File: src/rtl/bpc_pkg.sv
`timescale 1ns / 1ps
// ----------------------------------------------------------------------------
// Button press classifier package
// Shared item types, command and event codes, and register indexes.
// ----------------------------------------------------------------------------
package bpc_pkg;

	// Command codes carried by an input item.
	localparam logic [1:0] CMD_PRESS = 2'd0;
	localparam logic [1:0] CMD_TICK  = 2'd1;
	localparam logic [1:0] CMD_POLL  = 2'd2;

	// Event kinds.
	localparam logic [1:0] KIND_NONE  = 2'd0;
	localparam logic [1:0] KIND_SHORT = 2'd1;
	localparam logic [1:0] KIND_LONG  = 2'd2;

	// Button code that means no button is tracked.
	localparam logic [1:0] NO_BUTTON = 2'd3;

	// Configuration register indexes.
	localparam logic [1:0] REG_DEBOUNCE = 2'd0;
	localparam logic [1:0] REG_SHORT    = 2'd1;
	localparam logic [1:0] REG_LONG     = 2'd2;

	// Configuration port widths and register reset values.
	localparam int CFG_DATA_W  = 16;
	localparam int CFG_INDEX_W = 2;
	localparam logic [CFG_DATA_W-1:0] DEBOUNCE_RESET = 16'd70;
	localparam logic [CFG_DATA_W-1:0] SHORT_RESET    = 16'd70;
	localparam logic [CFG_DATA_W-1:0] LONG_RESET     = 16'd1500;

	// One input item.
	typedef struct packed {
		logic [1:0] command;
		logic [1:0] button;
		logic [2:0] button_levels;
	} req_item_t;

	// One result item.
	typedef struct packed {
		logic       event_valid;
		logic [1:0] event_button;
		logic [1:0] event_kind;
	} rsp_item_t;

endpackage

File: src/rtl/button_press_classifier.sv
`timescale 1ns / 1ps
// ----------------------------------------------------------------------------
// Button press classifier
// Debounces button press edges and sorts each press into short or long.
// ----------------------------------------------------------------------------
// Items enter an input register, the tracking state is updated from it, and
// a poll writes its event into an output register. The block takes one item
// per clock cycle; a poll result is shown from the output register once the
// poll leaves the input register. Only a stalled result holds up the input
// side, and then only once a poll waits in the input register behind it.
// Press and tick items give no result. The user must write thresholds through
// the configuration port only while no item is in flight; it is not enforced.
// ----------------------------------------------------------------------------
module button_press_classifier
	import bpc_pkg::*;
#(
	parameter int NUM_BUTTONS = 3,
	parameter int COUNT_WIDTH = 16
) (
	input  logic                   clk,
	input  logic                   arst_n,
	input  logic                   req_valid,
	output logic                   req_ready,
	input  req_item_t              req_item,
	output logic                   rsp_valid,
	input  logic                   rsp_ready,
	output rsp_item_t              rsp_item,
	input  logic                   cfg_we,
	input  logic [CFG_INDEX_W-1:0] cfg_index,
	input  logic [CFG_DATA_W-1:0]  cfg_wdata
);

	logic                   valid_s1;
	req_item_t              item_s1;
	logic                   rsp_valid_q;
	rsp_item_t              rsp_item_q;
	logic                   out_free;
	logic                   is_poll;
	logic                   advance;
	rsp_item_t              result;
	logic [COUNT_WIDTH-1:0] debounce_ticks;
	logic [COUNT_WIDTH-1:0] short_press_ticks;
	logic [COUNT_WIDTH-1:0] long_press_ticks;

	// Flow control: a poll moves on only when the output register is free.
	assign out_free  = !rsp_valid_q || rsp_ready;
	assign is_poll   = (item_s1.command == CMD_POLL);
	assign advance   = valid_s1 && (!is_poll || out_free);
	assign req_ready = !valid_s1 || advance;

	// Input register.
	always_ff @(posedge clk or negedge arst_n) begin
		if (!arst_n) begin
			valid_s1 <= 1'b0;
		end else if (req_ready) begin
			valid_s1 <= req_valid;
		end
	end

	always_ff @(posedge clk) begin
		if (req_ready && req_valid) begin
			item_s1 <= req_item;
		end
	end

	bpc_cfg_regs #(
		.COUNT_WIDTH(COUNT_WIDTH)
	) u_cfg (
		.clk              (clk),
		.arst_n           (arst_n),
		.cfg_we           (cfg_we),
		.cfg_index        (cfg_index),
		.cfg_wdata        (cfg_wdata),
		.debounce_ticks   (debounce_ticks),
		.short_press_ticks(short_press_ticks),
		.long_press_ticks (long_press_ticks)
	);

	bpc_core #(
		.NUM_BUTTONS(NUM_BUTTONS),
		.COUNT_WIDTH(COUNT_WIDTH)
	) u_core (
		.clk              (clk),
		.arst_n           (arst_n),
		.fire             (advance),
		.item             (item_s1),
		.debounce_ticks   (debounce_ticks),
		.short_press_ticks(short_press_ticks),
		.long_press_ticks (long_press_ticks),
		.result           (result)
	);

	// Output register holding one poll result.
	always_ff @(posedge clk or negedge arst_n) begin
		if (!arst_n) begin
			rsp_valid_q <= 1'b0;
		end else if (out_free) begin
			rsp_valid_q <= advance && is_poll;
		end
	end

	always_ff @(posedge clk) begin
		if (advance && is_poll) begin
			rsp_item_q <= result;
		end
	end

	assign rsp_valid = rsp_valid_q;
	assign rsp_item  = rsp_item_q;

`ifndef SYNTH
	// A held item in the input register is neither lost nor altered.
	a_s1_hold: assert property (@(posedge clk) disable iff (!arst_n)
		valid_s1 && !advance |=> valid_s1 && $stable(item_s1))
		else $error("input register item changed while stalled");

	// Every poll that moves on shows up as a result next cycle.
	a_poll_result: assert property (@(posedge clk) disable iff (!arst_n)
		advance && is_poll |=> rsp_valid)
		else $error("poll item produced no result");

	// A reported event carries a real kind and a real button.
	a_event_kind: assert property (@(posedge clk) disable iff (!arst_n)
		rsp_valid && rsp_item.event_valid |->
			(rsp_item.event_kind == KIND_SHORT || rsp_item.event_kind == KIND_LONG)
			&& (32'(rsp_item.event_button) < NUM_BUTTONS))
		else $error("reported event has bad kind or button");

	// An empty poll result uses the none codes.
	a_event_none: assert property (@(posedge clk) disable iff (!arst_n)
		rsp_valid && !rsp_item.event_valid |->
			rsp_item.event_kind == KIND_NONE && rsp_item.event_button == NO_BUTTON)
		else $error("empty result carries event data");
`endif

endmodule

File: src/rtl/bpc_cfg_regs.sv
`timescale 1ns / 1ps
// ----------------------------------------------------------------------------
// Button press classifier configuration registers
// Holds the debounce, short press and long press thresholds.
// ----------------------------------------------------------------------------
module bpc_cfg_regs
	import bpc_pkg::*;
#(
	parameter int COUNT_WIDTH = 16
) (
	input  logic                   clk,
	input  logic                   arst_n,
	input  logic                   cfg_we,
	input  logic [CFG_INDEX_W-1:0] cfg_index,
	input  logic [CFG_DATA_W-1:0]  cfg_wdata,
	output logic [COUNT_WIDTH-1:0] debounce_ticks,
	output logic [COUNT_WIDTH-1:0] short_press_ticks,
	output logic [COUNT_WIDTH-1:0] long_press_ticks
);

	logic [COUNT_WIDTH-1:0] debounce_q;
	logic [COUNT_WIDTH-1:0] short_q;
	logic [COUNT_WIDTH-1:0] long_q;
	logic [COUNT_WIDTH-1:0] wdata;

	// Written values are fitted to the counter width.
	assign wdata = COUNT_WIDTH'(cfg_wdata);

	// Register writes; an index past the list is ignored.
	always_ff @(posedge clk or negedge arst_n) begin
		if (!arst_n) begin
			debounce_q <= COUNT_WIDTH'(DEBOUNCE_RESET);
			short_q    <= COUNT_WIDTH'(SHORT_RESET);
			long_q     <= COUNT_WIDTH'(LONG_RESET);
		end else if (cfg_we) begin
			case (cfg_index)
				REG_DEBOUNCE: begin
					debounce_q <= wdata;
				end
				REG_SHORT: begin
					short_q <= wdata;
				end
				REG_LONG: begin
					long_q <= wdata;
				end
				default: begin
				end
			endcase
		end
	end

	assign debounce_ticks    = debounce_q;
	assign short_press_ticks = short_q;
	assign long_press_ticks  = long_q;

endmodule

File: src/rtl/bpc_core.sv
`timescale 1ns / 1ps
// ----------------------------------------------------------------------------
// Button press classifier core
// Tracking state and its update for press, tick and poll items.
// ----------------------------------------------------------------------------
module bpc_core
	import bpc_pkg::*;
#(
	parameter int NUM_BUTTONS = 3,
	parameter int COUNT_WIDTH = 16
) (
	input  logic                   clk,
	input  logic                   arst_n,
	input  logic                   fire,
	input  req_item_t              item,
	input  logic [COUNT_WIDTH-1:0] debounce_ticks,
	input  logic [COUNT_WIDTH-1:0] short_press_ticks,
	input  logic [COUNT_WIDTH-1:0] long_press_ticks,
	output rsp_item_t              result
);

	logic [COUNT_WIDTH-1:0] debounce_left_q;
	logic [COUNT_WIDTH-1:0] held_ticks_q;
	logic [1:0]             tracked_q;
	logic [1:0]             kind_q;

	logic [COUNT_WIDTH-1:0] debounce_left_d;
	logic [COUNT_WIDTH-1:0] held_ticks_d;
	logic [1:0]             tracked_d;
	logic [1:0]             kind_d;

	logic       pending;
	logic       debounce_busy;
	logic       button_ok;
	logic       tracked_ok;
	logic [2:0] levels_shifted;
	logic       released;
	logic       past_short;
	logic       past_long;

	// Status terms of the current state.
	assign pending        = (tracked_q != NO_BUTTON) && (kind_q != KIND_NONE);
	assign debounce_busy  = (debounce_left_q != '0);
	assign button_ok      = (32'(item.button) < NUM_BUTTONS);
	assign tracked_ok     = (32'(tracked_q) < NUM_BUTTONS);
	assign levels_shifted = item.button_levels >> tracked_q;
	assign released       = levels_shifted[0];
	assign past_short     = (held_ticks_q >= short_press_ticks);
	assign past_long      = (held_ticks_q >= long_press_ticks);

	// Next state for the item in hand.
	always_comb begin
		debounce_left_d = debounce_left_q;
		held_ticks_d    = held_ticks_q;
		tracked_d       = tracked_q;
		kind_d          = kind_q;
		case (item.command)
			CMD_PRESS: begin
				if (!pending && !debounce_busy && button_ok) begin
					kind_d          = KIND_NONE;
					tracked_d       = item.button;
					debounce_left_d = debounce_ticks;
					held_ticks_d    = '0;
				end
			end
			CMD_TICK: begin
				if (debounce_busy) begin
					debounce_left_d = debounce_left_q - 1'b1;
				end
				if (!pending && tracked_ok) begin
					if (released && !past_short) begin
						tracked_d = NO_BUTTON;
						kind_d    = KIND_NONE;
					end else if (released && !past_long) begin
						kind_d = KIND_SHORT;
					end else if (past_long) begin
						kind_d = KIND_LONG;
					end else begin
						held_ticks_d = held_ticks_q + 1'b1;
					end
				end
			end
			CMD_POLL: begin
				if (pending) begin
					tracked_d = NO_BUTTON;
					kind_d    = KIND_NONE;
				end
			end
			default: begin
			end
		endcase
	end

	// Result of a poll, taken from the state before the update.
	always_comb begin
		if (pending) begin
			result.event_valid  = 1'b1;
			result.event_button = tracked_q;
			result.event_kind   = kind_q;
		end else begin
			result.event_valid  = 1'b0;
			result.event_button = NO_BUTTON;
			result.event_kind   = KIND_NONE;
		end
	end

	// State registers, updated once per item.
	always_ff @(posedge clk or negedge arst_n) begin
		if (!arst_n) begin
			debounce_left_q <= '0;
			held_ticks_q    <= '0;
			tracked_q       <= NO_BUTTON;
			kind_q          <= KIND_NONE;
		end else if (fire) begin
			debounce_left_q <= debounce_left_d;
			held_ticks_q    <= held_ticks_d;
			tracked_q       <= tracked_d;
			kind_q          <= kind_d;
		end
	end

endmodule

File: config.mk
export PLATFORM = sky130hd
export DESIGN_NAME = button_press_classifier
export DESIGN_NICKNAME = d
export VERILOG_FILES = /design/src/rtl/bpc_pkg.sv /design/src/rtl/button_press_classifier.sv /design/src/rtl/bpc_cfg_regs.sv /design/src/rtl/bpc_core.sv
export SDC_FILE = /design/constraint.sdc
export NUM_CORES = 1
export LEC_CHECK = 0
export BUFFER_PORTS_ARGS = -buffer_cell sky130_fd_sc_hd__buf_2
export CAP_MARGIN = 20
export CORE_AREA = 8 8 113 115
export DETAILED_ROUTE_END_ITERATION = 16
export DIE_AREA = 0 0 121 123
export PLACE_DENSITY = 0.67
export SLEW_MARGIN = 25
export SYNTH_ARGS = -nofsm -noshare
export SYNTH_HDL_FRONTEND = slang
export SYNTH_SLANG_ARGS = --single-unit
File: constraint.sdc
create_clock -name clk -period 5.15 [get_ports clk]
set_input_delay 1.03 -clock clk [delete_from_list [all_inputs] [get_ports clk]]
set_output_delay 1.03 -clock clk [all_outputs]
set_load 0.02 [all_outputs]
# Yosys cells after proc, flatten, opt, wreduce, memory -nomap -nowiden
# Cells that the tools add are included.
[word_totals] ff_bits=98 inputBits=30 output_inout_bits=7 elab_cells=90
[classes] n_addsub=2 order_cmp=4 n_eq_ne=14 shift=1 n_mux=22 reduce_logical=32
[op_table] cell="16-bit 2-to-1 mux" count=7
[op_table] cell="16-bit case mux with 2 select lines" count=2
[op_table] cell="16-bit >= comparator" count=2
[op_table] cell="2-bit 2-to-1 mux" count=10
[op_table] cell="16-bit by 1-bit adder with 16-bit output (second input constant)" count=1
[op_table] cell="16-bit nonzero test" count=1
[op_table] cell="16-bit by 1-bit subtractor with 16-bit output (second input constant)" count=1
[op_table] cell="2-bit case mux with 3 select lines" count=2
[op_table] cell="6-bit AND reduction" count=2
[op_table] cell="2-bit by 1-bit != test with 1-bit output (second input constant)" count=5
[op_table] cell="1-bit logical AND" count=9
[op_table] cell="2-bit != test (second input constant)" count=4
[op_table] cell="1-bit logical NOT" count=7
[op_table] cell="7-bit AND reduction" count=1
[op_table] cell="2-bit AND reduction" count=3
[op_table] cell="5-bit 2-to-1 mux" count=1
[op_table] cell="2-bit by 1-bit == test with 1-bit output (second input constant)" count=2
[op_table] cell="2-bit == test (second input constant)" count=2
[op_table] cell="2-bit logical NOT" count=2
[op_table] cell="2-bit < comparator (second input constant)" count=2
[op_table] cell="4-bit by 1-bit != test with 1-bit output (second input constant)" count=1
[op_table] cell="4-bit AND reduction" count=1
[op_table] cell="2-bit nonzero test" count=2
[op_table] cell="1-bit logical OR" count=3
[op_table] cell="other kinds (2)" count=2

# Longest topological paths before layout
[logic_depth] depth_word=7 mapped_depth=12 depth_no_buf=9

# Hierarchy
# Synthesis repeated with hierarchy kept, for this count alone.
[hier_totals] hier_cells=513 hier_area_um2=5497.8
[by_module_without_submodules] mod="bpc_core" instances=1 cells_each=388 area_per_inst_um2=3178.0 seq_area_each_um2=903.4
[by_module_without_submodules] mod="bpc_cfg_regs" instances=1 cells_each=102 area_per_inst_um2=1831.8 seq_area_each_um2=1217.4
[by_module_without_submodules] mod="button_press_classifier" instances=1 cells_each=23 area_per_inst_um2=488.0 seq_area_each_um2=410.4

# Least setup slack after synthesis
# Ideal clock, no wire load.
[synth_timing] kind="input port to flip-flop" from="input cfg_index[0]" to="register u_cfg.debounce_q[10], in the netlist u_cfg.debounce_ticks[10]" setup_ps=125 arrival_time_ps=2374 required_ps=5025 path_slack_ps=2652 path_stages=3 n_path_buf=1 path_cell_list="nor3b_1 > clkbuf_1 > mux2_2"
[synth_between] elab_chain_cells=2
[synth_rtl] element="start: declaration" line_no="button_press_classifier.sv:29" text="input logic [CFG_INDEX_W-1:0] cfg_index,"
[synth_rtl] element="2-bit logical NOT" line_no="bpc_cfg_regs.sv:36" text="case (cfg_index)"
[synth_rtl] element="2-bit AND reduction (no source line)"
[synth_rtl] element="end signal: assignment" line_no="bpc_cfg_regs.sv:32" text="debounce_q <= COUNT_WIDTH'(DEBOUNCE_RESET);"
[synth_rtl] element="end signal: assignment" line_no="bpc_cfg_regs.sv:38" text="debounce_q <= wdata;"
[synth_rtl] element="end: declaration" line_no="bpc_cfg_regs.sv:21" text="logic [COUNT_WIDTH-1:0] debounce_q;"
# Every way passes these cells.
# A chain may end at the register's enable or synchronous reset.

# Worst setup path after layout
[layout_timing] from="register item_s1[6] (netlist bit)" to="register u_core.debounce_left_q[7]"
[layout_between] elab_chain_cells=5 elab_cells_between_ends=11 cone_classes="eq/ne: 4; mux: 1; reduce/logical: 6"
[layout_rtl] element="start: declaration" line_no="button_press_classifier.sv:34" text="req_item_t item_s1;"
[layout_rtl] element="start signal: assignment" line_no="button_press_classifier.sv:62" text="item_s1 <= req_item;"
[layout_rtl] element="2-bit == test" line_no="button_press_classifier.sv:47" text="assign is_poll = (item_s1.command == CMD_POLL);"
[layout_rtl] element="1-bit logical NOT" line_no="button_press_classifier.sv:48" text="assign advance = valid_s1 && (!is_poll || out_free);"
[layout_rtl] element="1-bit logical OR" line_no="button_press_classifier.sv:48"
[layout_rtl] element="1-bit logical AND" line_no="button_press_classifier.sv:48"
[layout_rtl] element="4-bit AND reduction (no source line)"
[layout_rtl] element="end signal: assignment" line_no="bpc_core.sv:115" text="debounce_left_q <= debounce_left_d;"
[layout_rtl] element="end: declaration" line_no="bpc_core.sv:22" text="logic [COUNT_WIDTH-1:0] debounce_left_q;"
# Several ways; a longest one is shown, not always the timed one.

==> qor.tcl <==
set qor(regToRegEndpoint) {u_core.debounce_left_q[7]}
set qor(dp_hpwl_mm) 8.52
set qor(power_share_of_the_combinational_group) 0.246
set qor(slew_headroom) 0.358
set qor(critical_path_class) {flip-flop to flip-flop}
set qor(postCtsResizedCells) 0
set qor(crit-reg2reg-launch) {item_s1[6]}
set qor(grt_antenna_before_repair) 0
set qor(crit_path_top_delay_cell) {sky130_fd_sc_hd__o21a_1}
set qor(drtPass1Iterations) 4
set qor(overflow_left_after_global_routing) 0
set qor(crit_arrival_ns) 3.62
set qor(cts-buffers-inserted) 9
set qor(die_height_um) 123
set qor(io_pins) 37
set qor(worst_hold_slack_ns) 0.509
set qor(critical_path.max_stage_delay_ns) 0.83
set qor(path_clk_slew_ns) 0.07
set qor(synth_area_mm2) 0.00540
set qor(data_required_critical_path_ns) 5.36
set qor(top_layer_used) {met4}
set qor(groute.usage.overall) 0.169
set qor(layout.cells.most_common) {sky130_fd_sc_hd__dfrtp_1}
set qor(commonest_cells_after_routing_fill_and_taps_aside) {sky130_fd_sc_hd__dfrtp_1 (71), sky130_fd_sc_hd__mux2_2 (48), sky130_fd_sc_hd__nand2_1 (45)}
set qor(max_cap_viol_count) 0
set qor(setup_viol) 0
set qor(synth.yosys.seq_area_share) 0.469
set qor(final-max-slew-violation-count) 0
set qor(fp.coreArea_mm2) 0.0111
set qor(worst_vdd_rail_ir_drop_mv) 0.227
set qor(worst-r2r-setup-slack_ns) 1.74
set qor(antenna-diode-count) 0
set qor(post_cts_buffers) 0
set qor(crit_path_end) {u_core.debounce_left_q[7]}
set qor(grt_start_max_net_pins) 58
set qor(port_buffers) 36
set qor(met3_length_um) 583
set qor(avgRoutedWirePerCell_um) 17.1
set qor(final.setup.tns_ns) 0
set qor(fmaxAchievable_mhz) 293
set qor(grt_pass1_vias) 4187
set qor(cts_root_buffer) {sky130_fd_sc_hd__clkbuf_16}
set qor(cts_max_path_buffers) 2
set qor(async_flop_share) 0.878
set qor(yosys_register_bits) 98
set qor(period_share) 0.662
set qor(switching_power_summed_over_all_nets_w) 0.000782
set qor(intPower_w) 0.00166
set qor(status) {completed}
set qor(clockPowerShare) 0.294
set qor(worstMarginPinSlew_ns) 0.964
set qor(cts_num_sinks) 98
set qor(power.switching_fraction) 0.320
set qor(final-hold-violation-count) 0
set qor(final_antenna_net_count) 0
set qor(ys.flop_type) {sky130_fd_sc_hd__dfrtp_1}
set qor(min-delay-path-class) {flip-flop to flip-flop}
set qor(synth.lib_cells_used.distinct) 60
set qor(drt-met1-wl_mm) 5.38
set qor(routed-wl-met2_mm) 5.89
set qor(skew_ns) 0.0117
set qor(post-layout-total-power_w) 0.00245
set qor(drive_above_1_share) 0.224
set qor(worst_skew_pair.late_latency_ns) 0.35
set qor(cts_hold_repair.buffers) 0
set qor(setup_crit_end_kind) {flip-flop}
set qor(grt_pass1_wl_mm) 20.1
set qor(place_area_mm2) 0.00570
set qor(synth-edff-count) 12
set qor(path_cells) {inv_1 -> ha_1 -> clkinv_1 -> a211oi_1 -> o21a_1 -> nand2_1 -> o22ai_1 -> a21oi_1}
set qor(routed_wl_mm) 12.1
set qor(cp_max_fo) 30
set qor(finalWeightedCongestion) 0.808
set qor(share_seq_of_total_power) 0.459
set qor(dr_total_vias) 4106
set qor(postSynthAreaPerCell_um2) 10.3
set qor(synth_warnings) 0
set qor(number_of_cells_on_the_worst_reg_to_reg_path) 8
set qor(fin_cells) 705
set qor(die_area_mm2) 0.0149
set qor(flow.area_growth_from_synthesis_pct) 11.7
set qor(worst_setup_path_startpoint) {item_s1[6]}
set qor(power.static_leakage_nw) 2.64
set qor(fin_area_mm2) 0.00603
set qor(num-nets-final) 625
set qor(detail_route.drc_violations) 0
set qor(die-width_um) 121
set qor(synthCells) 526
set qor(tritoncts_clock_tree) {done}
set qor(setup_repair_after_global_routing_missed_its_margin) {no}
set qor(period_minus_slack_ns) 3.41
set qor(htreeDepth) 3
set qor(dr.first_iter.drc_count) 318
set qor(startpoint_type) {flip-flop}
set qor(dpl.cell_count) 689
set qor(mappedNetlistNets) 594
set qor(rows) 39
set qor(power.density_mw_per_mm2) 406
set qor(routed_via_density) 5.82
set qor(start_util) 0.487
per-stage QoR:
step,setup WS [ns],utilization
3_3_place_gp,1.95,0.515
2_1_floorplan,2.65,-
6_report,1.74,0.544
5_1_grt,1.34,0.544
4_1_cts,1.76,0.544
3_5_place_dp,1.83,0.515
state kept, by name, summed over array words and instances (netlist names):
name,count
u_cfg.debounce_ticks,16
u_cfg.long_press_ticks,16
u_cfg.short_press_ticks,16
u_core.debounce_left_q,16
u_core.held_ticks_q,16
item_s1,7
rsp_item,5
u_core.kind_q,2
u_core.tracked_q,2
rsp_valid,1
valid_s1,1
layout make-up:
class | count | area, um2
fill | 976 | 5050
multi-input combinational | 364 | 2620
sequential | 98 | 2530
clock buffer | 13 | 282
timing repair buffer | 39 | 205
tap | 143 | 179
inverter | 45 | 169
clock inverter | 3 | 43.8
power groups by stage:
stage                     Combinational, W  Sequential [W]  Clock [W]
after floorplan                   0.000461         0.00109          0
after global placement            0.000564         0.00113          0
after detailed placement          0.000597         0.00114          0
after CTS                         0.000607         0.00112   0.000735
after global routing              0.000691         0.00115   0.000761
final                             0.000602         0.00112   0.000720
Yosys cell counts (all sizes together) (14+ instances only):
library cell  number  area, um2
o21ai             32        164
mux2              48        541
nand3             20        100
ha                38        475
a21oi             40        200
nor2              19       71.3
clkbuf            15       56.3
dfrtp             71       1780
nand2             46        175
dfstp             15        394
nor3              14       75.1
inv               44        165
worst min path at each step:
stage	startpoint	endpoint	slack, ns	cells past startpoint
5_1_grt	u_cfg.short_press_ticks[14]	u_cfg.short_press_ticks[14]	0.52	1
4_1_cts	u_cfg.short_press_ticks[7]	u_cfg.short_press_ticks[7]	0.51	1
6_report	u_cfg.long_press_ticks[1]	u_cfg.long_press_ticks[1]	0.51	1
3_5_place_dp	u_cfg.long_press_ticks[1]	u_cfg.long_press_ticks[1]	0.50	1
2_1_floorplan	u_cfg.debounce_ticks[4]	u_cfg.debounce_ticks[4]	0.48	1
3_3_place_gp	u_cfg.short_press_ticks[12]	u_cfg.short_press_ticks[12]	0.49	1
cells by family (layout without fill, tap and decap cells):
kind of cell / after synthesis / in the layout / synth area share
flops: 98 / 98 / 0.469
compound gates: 122 / 122 / 0.139
fa+ha+maj: 38 / 38 / 0.0881
buf+inv: 64 / 100 / 0.0464
mux: 50 / 50 / 0.104
simple gates: 154 / 154 / 0.153
worst max-delay path: cells and delay by family (launching register included):
kind / cells / cell delay (ns)
buf+inv: 2 / 0.66
simple gates: 1 / 0.38
fa+ha+maj: 1 / 0.18
flops: 1 / 0.42
compound gates: 4 / 1.62
per-layer routing:
metal | track usage | vias up
met5 | 0 | -
met4 | 0.0570 | 0
met3 | 0.0420 | 20
met2 | 0.283 | 104
met1 | 0.210 | 2000
li1 | - | 1982
(Power assumes the default switching activity.)
